**src/rtl/ffrsa_pkg.sv**
```systemverilog
// Shared constants and codes for the first-fit run slot allocator.
package ffrsa_pkg;

   localparam int POOL_SLOTS = 64;
   localparam int MAX_RUN    = 16;

   localparam int SLOT_W  = $clog2(POOL_SLOTS);
   localparam int LEN_W   = 5;
   localparam int INDEX_W = 7;
   localparam int CMD_W   = 2;
   localparam int STAT_W  = 2;

   localparam logic [CMD_W-1:0] CMD_ALLOC = 2'd0;
   localparam logic [CMD_W-1:0] CMD_FREE  = 2'd1;
   localparam logic [CMD_W-1:0] CMD_QUERY = 2'd2;
   localparam logic [CMD_W-1:0] CMD_CLEAR = 2'd3;

   localparam logic [STAT_W-1:0] ST_OK      = 2'd0;
   localparam logic [STAT_W-1:0] ST_NO_ROOM = 2'd1;
   localparam logic [STAT_W-1:0] ST_RANGE   = 2'd2;

endpackage

```
**src/rtl/first_fit_run_slot_allocator_unit.sv**
```systemverilog
// First-fit allocator of contiguous slot runs, with a slot-per-cycle scan sequencer.
//
// The block keeps a pool of 64 slots, each free or in use, and takes one command per
// transaction: allocate a run of 1 to 16 contiguous slots (first fit from slot 0), free one
// slot, query one slot, or clear the whole pool. Every command gives exactly one result
// transaction. An allocate runs through a single shared compare-and-count unit that looks
// at one slot per cycle: the scan walks the pool from slot 0 until a run fits or the last
// slot has been checked, the run found is then marked in use slot by slot, and the result
// is loaded last. An allocate whose run length is refused goes straight to loading its
// result, as do a free, a query and a clear. While a command is being worked on,
// req_stall is high. A finished result sits in an output register, so the next command
// can be accepted while that result still waits for the consumer; a result is only held
// back in its last stage when the output register is still full and stalled. After reset
// every slot is free.
module first_fit_run_slot_allocator_unit
   import ffrsa_pkg::*;
(
   input  logic               clock,
   input  logic               reset,
   input  logic               req_valid,
   output logic               req_stall,
   input  logic [CMD_W-1:0]   req_command,
   input  logic [LEN_W-1:0]   req_run_length,
   input  logic [INDEX_W-1:0] req_slot_index,
   output logic               rsp_valid,
   input  logic               rsp_stall,
   output logic [SLOT_W-1:0]  rsp_start_slot,
   output logic [STAT_W-1:0]  rsp_status,
   output logic               rsp_in_use
);

   // Sequencer states.
   localparam logic [1:0] S_IDLE = 2'd0;
   localparam logic [1:0] S_SCAN = 2'd1;
   localparam logic [1:0] S_MARK = 2'd2;
   localparam logic [1:0] S_DONE = 2'd3;

   localparam logic [SLOT_W-1:0] LAST_SLOT = SLOT_W'(POOL_SLOTS - 1);

   logic [1:0]            state_ff,    state_in;
   logic [CMD_W-1:0]      cmd_ff,      cmd_in;
   logic [LEN_W-1:0]      len_ff,      len_in;
   logic [INDEX_W-1:0]    idx_ff,      idx_in;
   logic [SLOT_W-1:0]     ptr_ff,      ptr_in;
   logic [LEN_W-1:0]      cnt_ff,      cnt_in;
   logic [SLOT_W-1:0]     start_ff,    start_in;
   logic [STAT_W-1:0]     status_ff,   status_in;
   logic [POOL_SLOTS-1:0] free_map_ff, free_map_in;

   logic                  rsp_valid_ff,  rsp_valid_in;
   logic [SLOT_W-1:0]     rsp_start_ff,  rsp_start_in;
   logic [STAT_W-1:0]     rsp_status_ff, rsp_status_in;
   logic                  rsp_in_use_ff, rsp_in_use_in;

   logic                  req_take;
   logic                  out_free;
   logic                  cur_free;
   logic [LEN_W-1:0]      cnt_next;
   logic                  idx_in_range;
   logic [SLOT_W-1:0]     idx_slot;

   assign req_stall = (state_ff != S_IDLE);
   assign req_take  = req_valid && !req_stall;

   // The output register can take a new result when it is empty or being emptied now.
   assign out_free  = !rsp_valid_ff || !rsp_stall;

   // The shared unit: one slot of the free map, and the run counter advanced past it.
   assign cur_free  = free_map_ff[ptr_ff];
   assign cnt_next  = cnt_ff + LEN_W'(1);

   assign idx_in_range = (idx_ff < INDEX_W'(POOL_SLOTS));
   assign idx_slot     = idx_ff[SLOT_W-1:0];

   always_comb begin
      state_in      = state_ff;
      cmd_in        = cmd_ff;
      len_in        = len_ff;
      idx_in        = idx_ff;
      ptr_in        = ptr_ff;
      cnt_in        = cnt_ff;
      start_in      = start_ff;
      status_in     = status_ff;
      free_map_in   = free_map_ff;
      rsp_valid_in  = rsp_valid_ff && rsp_stall;
      rsp_start_in  = rsp_start_ff;
      rsp_status_in = rsp_status_ff;
      rsp_in_use_in = rsp_in_use_ff;

      case (state_ff)
         S_IDLE: begin
            if (req_take) begin
               cmd_in    = req_command;
               len_in    = req_run_length;
               idx_in    = req_slot_index;
               ptr_in    = '0;
               cnt_in    = '0;
               start_in  = '0;
               status_in = ST_OK;
               state_in  = S_DONE;
               if (req_command == CMD_ALLOC) begin
                  // A length of zero or above the longest run never fits.
                  if (req_run_length == '0 || req_run_length > LEN_W'(MAX_RUN)) begin
                     status_in = ST_NO_ROOM;
                  end else begin
                     state_in = S_SCAN;
                  end
               end
            end
         end
         S_SCAN: begin
            if (cur_free && cnt_next == len_ff) begin
               // The run ends at this slot, so it started len - 1 slots back.
               start_in = ptr_ff - SLOT_W'(len_ff - LEN_W'(1));
               ptr_in   = ptr_ff - SLOT_W'(len_ff - LEN_W'(1));
               cnt_in   = '0;
               state_in = S_MARK;
            end else if (ptr_ff == LAST_SLOT) begin
               status_in = ST_NO_ROOM;
               start_in  = '0;
               state_in  = S_DONE;
            end else begin
               cnt_in = cur_free ? cnt_next : '0;
               ptr_in = ptr_ff + SLOT_W'(1);
            end
         end
         S_MARK: begin
            free_map_in[ptr_ff] = 1'b0;
            if (cnt_next == len_ff) begin
               status_in = ST_OK;
               state_in  = S_DONE;
            end else begin
               cnt_in = cnt_next;
               ptr_in = ptr_ff + SLOT_W'(1);
            end
         end
         S_DONE: begin
            if (out_free) begin
               rsp_valid_in  = 1'b1;
               rsp_start_in  = '0;
               rsp_status_in = ST_OK;
               rsp_in_use_in = 1'b0;
               case (cmd_ff)
                  CMD_ALLOC: begin
                     rsp_start_in  = start_ff;
                     rsp_status_in = status_ff;
                  end
                  CMD_FREE: begin
                     rsp_start_in = idx_slot;
                     if (idx_in_range) begin
                        free_map_in[idx_slot] = 1'b1;
                     end else begin
                        rsp_status_in = ST_RANGE;
                     end
                  end
                  CMD_QUERY: begin
                     rsp_start_in = idx_slot;
                     if (idx_in_range) begin
                        rsp_in_use_in = !free_map_ff[idx_slot];
                     end else begin
                        rsp_status_in = ST_RANGE;
                     end
                  end
                  default: begin
                     free_map_in = '1;
                  end
               endcase
               state_in = S_IDLE;
            end
         end
         default: begin
            state_in = S_IDLE;
         end
      endcase
   end

   always_ff @(posedge clock) begin
      if (reset) begin
         state_ff     <= S_IDLE;
         free_map_ff  <= '1;
         rsp_valid_ff <= 1'b0;
      end else begin
         state_ff     <= state_in;
         free_map_ff  <= free_map_in;
         rsp_valid_ff <= rsp_valid_in;
      end
   end

   always_ff @(posedge clock) begin
      cmd_ff        <= cmd_in;
      len_ff        <= len_in;
      idx_ff        <= idx_in;
      ptr_ff        <= ptr_in;
      cnt_ff        <= cnt_in;
      start_ff      <= start_in;
      status_ff     <= status_in;
      rsp_start_ff  <= rsp_start_in;
      rsp_status_ff <= rsp_status_in;
      rsp_in_use_ff <= rsp_in_use_in;
   end

   assign rsp_valid      = rsp_valid_ff;
   assign rsp_start_slot = rsp_start_ff;
   assign rsp_status     = rsp_status_ff;
   assign rsp_in_use     = rsp_in_use_ff;

   // Every slot that gets marked was seen free by the scan.
   a_mark_free_slot: assert property (@(posedge clock) disable iff (reset)
      (state_ff == S_MARK) |-> free_map_ff[ptr_ff])
      else $error("marking a slot that is already in use");

   // The run counter never reaches the requested length while scanning or marking.
   a_count_bound: assert property (@(posedge clock) disable iff (reset)
      (state_ff == S_SCAN || state_ff == S_MARK) |-> (cnt_ff < len_ff))
      else $error("run counter overran the run length");

   // Commands other than allocate go straight to the result stage.
   a_short_cmd: assert property (@(posedge clock) disable iff (reset)
      (req_take && req_command != CMD_ALLOC) |=> (state_ff == S_DONE))
      else $error("free, query or clear did not go straight to the result stage");

   // A slot in use is only reported together with an ok status.
   a_in_use_ok: assert property (@(posedge clock) disable iff (reset)
      (rsp_valid_ff && rsp_in_use_ff) |-> (rsp_status_ff == ST_OK))
      else $error("in-use flag reported with an error status");

endmodule

```
**config.mk**
```make
export PLATFORM = sky130hd
export DESIGN_NAME = first_fit_run_slot_allocator_unit
export DESIGN_NICKNAME = d
export VERILOG_FILES = /design/src/rtl/ffrsa_pkg.sv /design/src/rtl/first_fit_run_slot_allocator_unit.sv
export SDC_FILE = /design/constraint.sdc
export NUM_CORES = 1
export LEC_CHECK = 0
export BUFFER_PORTS_ARGS = -buffer_cell sky130_fd_sc_hd__buf_4
export CAP_MARGIN = 20
export CORE_UTILIZATION = 51
export DETAILED_ROUTE_END_ITERATION = 8
export GPL_TIMING_DRIVEN = 0
export MAX_ROUTING_LAYER = met4
export PLACE_DENSITY = 0.78
export SYNTH_ARGS = -nofsm -noshare
export SYNTH_HDL_FRONTEND = slang
export SYNTH_SLANG_ARGS = --single-unit
```
**constraint.sdc**
```tcl
create_clock -name clock -period 3.6 [get_ports clock]
set_input_delay 0.36 -clock clock [delete_from_list [all_inputs] [get_ports clock]]
set_output_delay 0.36 -clock clock [all_outputs]
set_load 0.05 [all_outputs]
```
# Yosys cells after proc, flatten, opt, wreduce, memory -nomap -nowiden
# Cells that the tools add are included.
[word_totals]
reg_bits = 109
in_bits = 18
out_inout_bits = 11
wordCells = 118
[classes]
n_addsub = 4
order_cmp = 6
n_eq_ne = 17
n_mux = 46
bitwise = 3
reduce_logical = 29
[ops]
columns = ["op", "n"]
rows = [
  ["64-bit case mux with 2 select lines", 2],
  ["64-bit two-way mux", 2],
  ["64-bit bitwise AND", 1],
  ["64-bit inverter", 1],
  ["64-bit OR", 1],
  ["6-bit two-way mux", 6],
  ["5-bit two-way mux", 5],
  ["2-bit two-way mux", 12],
  ["6-bit case mux with 2 select lines", 2],
  ["6-bit case mux with 3 select lines", 1],
  ["5-bit case mux with 3 select lines", 1],
  ["6-bit by 7-bit less-than comparator with 1-bit output, second input constant", 2],
  ["2-bit != test, second input constant", 7],
  ["1-bit binary-select mux with 6-bit select", 2],
  ["1-bit demux with 6-bit select", 2],
  ["6-bit by 1-bit greater-or-equal comparator with 1-bit output, second input constant", 2],
  ["4-bit AND reduction", 3],
  ["3-bit != test, second input constant", 3],
  ["1-bit two-way mux", 8],
  ["2-bit case mux with 4 select lines", 1],
  ["7-bit less-than comparator, second input constant", 1],
  ["6-bit by 1-bit adder with 6-bit output, second input constant", 1],
  ["2-bit == test, second input constant", 3],
  ["6-bit == test, second input constant", 1],
  ["other kinds (19)", 35],
]

# Longest topological paths before layout
# Gate-level depths: netlist of run 1.
[logic_depth]
ltp_word = 9
depth_mapped = 11
mapped_depth_nobuf = 10

# Worst setup path after synthesis of run 1
# OpenSTA, ideal clock, no wires.
[synth_timing]
path_type = "register to register"
from = "reg cnt_ff[0]"
to = "reg start_ff[0] (enable)"
setup_time_ps = 381
t_arrival_ps = 2515
slack_ps = 704
path_stages_with_launch = 10
n_path_buf = 2
period_less_slack_ps = 2896
path_cell_list = "edfxtp_1 ha_1 xnor2_1 xnor2_1 nor3_1 and3_1 clkbuf_1 clkbuf_1 nand2_1 a311oi_1"
[synth_between]
elab_chain_len = 5
[synth_rtl]
columns = ["item", "line", "text"]
rows = [
  ["start, declared", "first_fit_run_slot_allocator_unit.sv:45", "logic [LEN_W-1:0] cnt_ff, cnt_in;"],
  ["start signal, assigned", "first_fit_run_slot_allocator_unit.sv:194", "cnt_ff <= cnt_in;"],
  ["5-bit by 1-bit adder with 5-bit output", "first_fit_run_slot_allocator_unit.sv:70", "assign cnt_next = cnt_ff + LEN_W'(1);"],
  ["5-bit == test", "first_fit_run_slot_allocator_unit.sv:112", "if (cur_free && cnt_next == len_ff) begin"],
  ["1-bit logical AND", "first_fit_run_slot_allocator_unit.sv:112", ""],
  ["3-bit != test (no source line)", "-", ""],
  ["3-bit AND reduction (no source line)", "-", ""],
  ["end signal, assigned", "first_fit_run_slot_allocator_unit.sv:195", "start_ff <= start_in;"],
  ["end, declared", "first_fit_run_slot_allocator_unit.sv:46", "logic [SLOT_W-1:0] start_ff, start_in;"],
]
# Every way passes these cells.
# A chain may end at the register's enable or synchronous reset.

# Final worst setup path of run 1
[layout_timing]
from = "reg idx_ff[1]"
to = "reg rsp_in_use_ff, in the netlist rsp_in_use (data pin)"
[layout_between]
elab_chain_len = 3
elab_cells_between_ends = 5
[layout_rtl]
columns = ["item", "line", "text"]
rows = [
  ["start, declared", "first_fit_run_slot_allocator_unit.sv:43", "logic [INDEX_W-1:0] idx_ff, idx_in;"],
  ["start signal, assigned", "first_fit_run_slot_allocator_unit.sv:192", "idx_ff <= idx_in;"],
  ["1-bit binary-select mux with 6-bit select", "first_fit_run_slot_allocator_unit.sv:159", "rsp_in_use_in = !free_map_ff[idx_slot];"],
  ["1-bit two-way mux (implied by the code)", "first_fit_run_slot_allocator_unit.sv:159", ""],
  ["1-bit zero test", "first_fit_run_slot_allocator_unit.sv:159", ""],
  ["end signal, assigned", "first_fit_run_slot_allocator_unit.sv:199", "rsp_in_use_ff <= rsp_in_use_in;"],
  ["end, declared", "first_fit_run_slot_allocator_unit.sv:53", "logic rsp_in_use_ff, rsp_in_use_in;"],
]
# Several ways; a longest one is shown, not always the timed one. The select of a mux whose other input is x is not followed.

==> results of run 1 <==
==> cell usage in the layout (no fill, tap or decap), types with 21 or more instances in the layout <==
master    count
a21oi_1      80
o22ai_1      26
clkbuf_1     49
o21ai_0      70
buf_4        29
inv_1        21
edfxtp_1     41
dfxtp_1      67
nor2_1       96
o21bai_1     64
nand2_1      40
==> through the flow <==
stage               area [sq um]  utilization  cells
floorplan                   6420            -    744
global placement            6840        0.562    940
detailed placement          6840        0.562    940
CTS                         7130        0.587    956
global route                7140        0.587    956
finish                      7140        0.587    956
==> per-layer routing <==
layer / part of all wire / vias to the layer above
li1: - / 2820
met1: 0.39 / 2951
met2: 0.44 / 452
met3: 0.12 / 107
met4: 0.048 / 0
met5: 0 / -
==> timing repair <==
action                                 CTS  global route
setup endpoints to repair                0             6
endpoints found under the hold margin    0             0
resized for setup                        0             1
buffers inserted                         0             0
==> cell families after synthesis <==
| logic type | Yosys count | share of synthesized area |
|---|---|---|
| DFF | 108 | 0.401 |
| xor gates and xnor gates | 17 | 0.0232 |
| and+or+nand+nor | 199 | 0.143 |
| adders and majority gates | 20 | 0.0401 |
| muxes | 17 | 0.0380 |
| AOI/OAI and AO/OA | 303 | 0.302 |
| buffers and inverters | 80 | 0.0528 |
==> where the power goes <==
| part | internal [mW] | total, mW | switching (mW) |
|---|---|---|---|
| Clock | 0.545 | 1.02 | 0.476 |
| Combinational | 0.814 | 2.51 | 1.70 |
| Sequential | 1.53 | 1.66 | 0.137 |
==> flip-flops by register name, summed over array words and instances, names as in the netlist <==
signal and cells:
free_map_ff 64, idx_ff 7, ptr_ff 6, rsp_start_slot 6, start_ff 6, cnt_ff 5
len_ff 5, cmd_ff 2, rsp_status 2, state_ff 2, rsp_in_use 1, rsp_valid 1
status_ff 1
==> worst max path at each step <==
stage                         start     endpoint  slack, ns  cells past startpoint
final                     idx_ff[1]   rsp_in_use       0.23                      9
after global routing      cnt_ff[0]  start_ff[2]       0.09                      9
after CTS                 cnt_ff[0]  start_ff[4]       0.13                      9
after detailed placement  cnt_ff[0]  start_ff[3]       0.16                      9
after global placement    cnt_ff[0]  start_ff[1]       0.29                      9
after floorplan           cnt_ff[0]  start_ff[0]       0.70                      9
==> layout make-up <==
type	count	area, sq um	area share
plain buffers	57	253	0.0354
repair buffers	28	210	0.0294
inverters	23	86.3	0.0121
clock buffers	11	233	0.0326
multi-input cells	556	3510	0.492
clock inverters	5	60.1	0.00841
flip-flops and latches	108	2570	0.360
well taps	168	210	0.0294
==> reports/metrics.yaml, run 1 <==
yosysMostFrequentCell: "nor2_1"
max_slew_margin: 0.433
holdBufCountCts: 0
clk_pin_slew_worst_paths_ns: 0.07
synth.top_cell.area_share: 0.209
required_ns: 3.70
ios: 29
post-route-min-period_ns: 3.37
fmax_mhz: 297
port_buffers: 28
clkLatencyLatePin_ns: 0.37
pre_cts_slack_ns: 0.155
vias_per_cell: 6.62
grt_pass1_wl_um: 32300
setup_ws_ns: 0.227
worstHoldPathCells: 1
diodes: 0
numCtsBuffers: 9
rrSetupSlack_ns: 0.23
clock_tree.root_cell: "clkbuf_16"
power.density_mw_per_mm2: 728
drtIter0Drc: 940
reg2regPathDepth: 9
routedWlPerCell_um: 22.1
drt_wl_total_um: 21100
grt_usage: 0.342
crit_fanout: 10
drive_gt1_frac: 0.0964
setup_tns_ns: 0
fin_hold_ws_ns: 0.172
gp_congestion: 0.982
postSynthAreaPerCell_sq_um: 8.63
yosys.area.top_type: "dfxtp_1"
finalPower_mw: 5.19
path_buf_inv: 3
hold_start: "req_slot_index[5]"
ys_seq_elements: 108
vias: 6330
grtUsageMet1: 0.431
synth_nets: 782
crit_arrival_ns: 3.47
design.die.area_sq_mm: 0.0130
r2r-end: "rsp_in_use"
area_growth_pct: 11.2
grtUsageMet2: 0.502
clock-skew-final_ns: 0.00895
status: "completed"
ys_warn_count: 0
hold_viol: 0
cts_tree: "built"
dr.pass1.iters: 5
post-route-period-util: 0.937
rsz0062_at_grt: "no"
use_met3: 0.0911
cp_cell_sequence: "clkbuf_1, or3_1, clkbuf_1, clkbuf_1, o22ai_1, nor3_1, o22ai_1, nor4_1, nor3b_1"
cts_max_path_buffers: 2
antenna_found_initial: 0
syn_area_sq_mm: 0.00642
initial_core_util: 0.528
grt_pass1_vias: 5913
r2r-start: "idx_ff[1]"
cpPeakStageDelay_ns: 0.59
ys_types: 64
synth-seq-area-share: 0.401
crit_top_cell: "clkbuf_1"
fillers: 1090
hold_class: "in -> reg"
grt_max_degree: 19
start_kind: "flop"
grt-ovfl-total: 0
end_kind: "flop"
dp.final_hpwl_um: 14300
cts.htree.levels: 3
hold_end: "idx_ff[5]"
path_delay_family: "buffers and inverters"
nets: 821
synthTopCellsByArea: "dfxtp_1, edfxtp_1, o21bai_1"
die_height_um: 114
ant_nets: 0
drv_slew: 0
critPathKind: "reg -> reg"
ys_async_sr_fraction: 0
peakVddDrop_uv: 466
slowest_stage: "clkbuf_1"
setup_viol: 0
busiest_layer: "met2"
max_slew.worst_pin.slew_ns: 0.830
rows: 40
drc: 0
synthTopCellsByCount: "nor2_1, a21oi_1, o21ai_0"
core_sq_mm: 0.0122
synth_ff_type: "dfxtp_1"
max_cap_violations: 0
synthCells: 744
synth_edf_count: 41
p_leak_nw: 2.79
die_w_um: 114
numClockSinks: 108
Power figures use the tool's default switching activity.
==> run 2, diff against run 1 <==
--- a/config.mk
+++ b/config.mk
@@ -12,6 +12,7 @@
 export GPL_TIMING_DRIVEN = 0
 export MAX_ROUTING_LAYER = met4
 export PLACE_DENSITY = 0.78
+export REMOVE_ABC_BUFFERS = 1
 export SYNTH_ARGS = -nofsm -noshare
 export SYNTH_HDL_FRONTEND = slang
 export SYNTH_SLANG_ARGS = --single-unit
==> run 2 against run 1 <==
  * First-iteration DRC count is 19% lower
  * Non-clock buffer count decreased by 46
  * Hold slack gained 0.0059 ns
  * Die area unchanged
  * Clock skew is 0.0022 ns lower
  * Combinational power fell by 12%
  * Critical path depth shrank 2
  * Wire length shrank 13%
  * Critical path type unchanged
==> reports/metrics.yaml, run 2 (synthesis results as in run 1) <==
drtIter0Drc: 765
dp.final_hpwl_um: 11700
slowest_stage: "edfxtp_1"
dr.pass1.iters: 5
fin_hold_ws_ns: 0.178
pwr-share-seq: 0.360
port_buffers: 28
grt_max_degree: 69
swShare: 0.437
ios: 29
required_ns: 3.59
clk_pin_slew_worst_paths_ns: 0.07
hold_viol: 0
worstHoldPathCells: 1
diodes: 0
grt_pass1_wl_um: 29000
max_cap_violations: 0
combPwrFrac: 0.436
nets: 775
p_switching_mw: 2.21
antenna_found_initial: 0
post-route-period-util: 0.954
critPathKind: "reg -> reg"
vias_per_cell: 6.58
max_slew_margin: 0.425
die_height_um: 114
drv_slew: 0
fillers: 1085
reg2regPathDepth: 7
finalPower_mw: 5.06
final-seq-area_sq_mm: 0.00257
grt_usage: 0.295
drive_gt1_frac: 0.111
power.density_mw_per_mm2: 722
grt-ovfl-total: 0
top_regs: "free_map_ff: 64 flops, idx_ff: 7 flops"
cts_max_path_buffers: 2
post-route-min-period_ns: 3.43
status: "completed"
clock-skew-final_ns: 0.00673
p_clk_frac: 0.205
start_kind: "flop"
end_kind: "flop"
routedWlPerCell_um: 20.1
design.die.area_sq_mm: 0.0130
numClockSinks: 108
numCtsBuffers: 9
cts.htree.levels: 3
core_sq_mm: 0.0122
drc: 0
clkLatencyLatePin_ns: 0.36
rsz0062_at_grt: "no"
largest-register: "free_map_ff"
vias: 5987
cp_num_cells: 7
cp_cell_sequence: "inv_1, nor2_1, a22o_1, a221oi_2, o211ai_4, a21o_1, o21a_1"
path_delay_family: "compound AO/OA/AOI/OAI gates"
grt_pass1_vias: 5674
initial_core_util: 0.528
p_leak_nw: 2.75
drt_wl_total_um: 18200
crit_arrival_ns: 3.43
rows: 40
hold_class: "in -> reg"
ant_nets: 0
cpPeakStageDelay_ns: 0.83
max_slew.worst_pin.slew_ns: 0.859
die_w_um: 114
setup_viol: 0
largest_reg_flops: 64
peakVddDrop_uv: 333
fmax_mhz: 291
internal-power_mw: 2.84
final_cell_mix: "nor2_1, a21oi_1, o21ai_0"
path_buf_inv: 1
crit_fanout: 18
gp_congestion: 0.928
clock_tree.root_cell: "clkbuf_16"
final_common_cell: "nor2_1"
cts_tree: "built"
multi_input_area_sq_mm: 0.00352
area_growth_pct: 9.10
==> run 2: cell types whose count changed in the layout (fill, tap and decap cells not counted), sizes merged <==
cell,previous run,this run
clkbuf,58,10
buf,38,39
inv,25,24
clkinv,1,3
==> run 2: timing repair <==
item / 4_1_cts / 5_1_grt
setup endpoints to repair: 17 / 0
setup buffers: 2 / 0
hold buffers: 0 / 0
gates resized for setup: 1 / 0
==> run 2: power by group through the flow <==
| stage | logic (mW) | registers [mW] | clock network (mW) |
|---|---|---|---|
| floorplan | 1.47 | 1.79 | 0 |
| global placement | 1.98 | 1.85 | 0 |
| detailed placement | 2.07 | 1.87 | 0 |
| CTS | 2.15 | 1.80 | 1.04 |
| global route | 2.38 | 1.83 | 1.08 |
| finish | 2.20 | 1.82 | 1.03 |
==> run 2: worst register-to-register path, delay by kind of cell, from the launching register on <==
kind	cells	cell delay [ns]
buf+inv	1	0.32
flops	1	0.83
compound gates	5	1.55
simple gates	1	0.39
==> run 2: area by class of cell <==
class | count | share of cell area
flip-flops and latches | 108 | 0.367
well taps | 168 | 0.0300
clock buffers | 10 | 0.0341
repair buffers | 39 | 0.0429
inverters | 23 | 0.0123
clock inverters | 6 | 0.0104
multi-input cells | 556 | 0.503
==> run 2: path summary, 6_finish.rpt <==
check / from / endpoint / slack [ns]
worst max-delay path: ptr_ff[2] / ptr_ff[2] / 0.17
worst min-delay path: req_slot_index[4] / idx_ff[4] / 0.18
worst max register to register: ptr_ff[2] / ptr_ff[2] / 0.17
worst min register to register: free_map_ff[61] / free_map_ff[61] / 0.54
==> run 2: through the flow <==
| stage | utilization | TNS (ns) | instances | area [sq um] | setup slack [ns] |
|---|---|---|---|---|---|
| after CTS | 0.576 | 0 | 910 | 7000 | 0.251 |
| final | 0.576 | 0 | 910 | 7000 | 0.165 |
| after floorplan | - | -398.89 | 687 | 6170 | -6.28 |
| after detailed placement | 0.549 | -1.59 | 892 | 6670 | -0.266 |
| after global placement | 0.542 | -710.57 | 883 | 6590 | -11.17 |
| after global routing | 0.576 | 0 | 910 | 7000 | 0.0318 |
==> run 2: layer usage <==
layer / up-vias / GRT usage / wire, um
met5: - / - / 0
met3: 62 / 0.0424 / 1720
met4: 0 / 0.140 / 610
li1: 2711 / - / -
met2: 360 / 0.463 / 8430
met1: 2854 / 0.374 / 7490
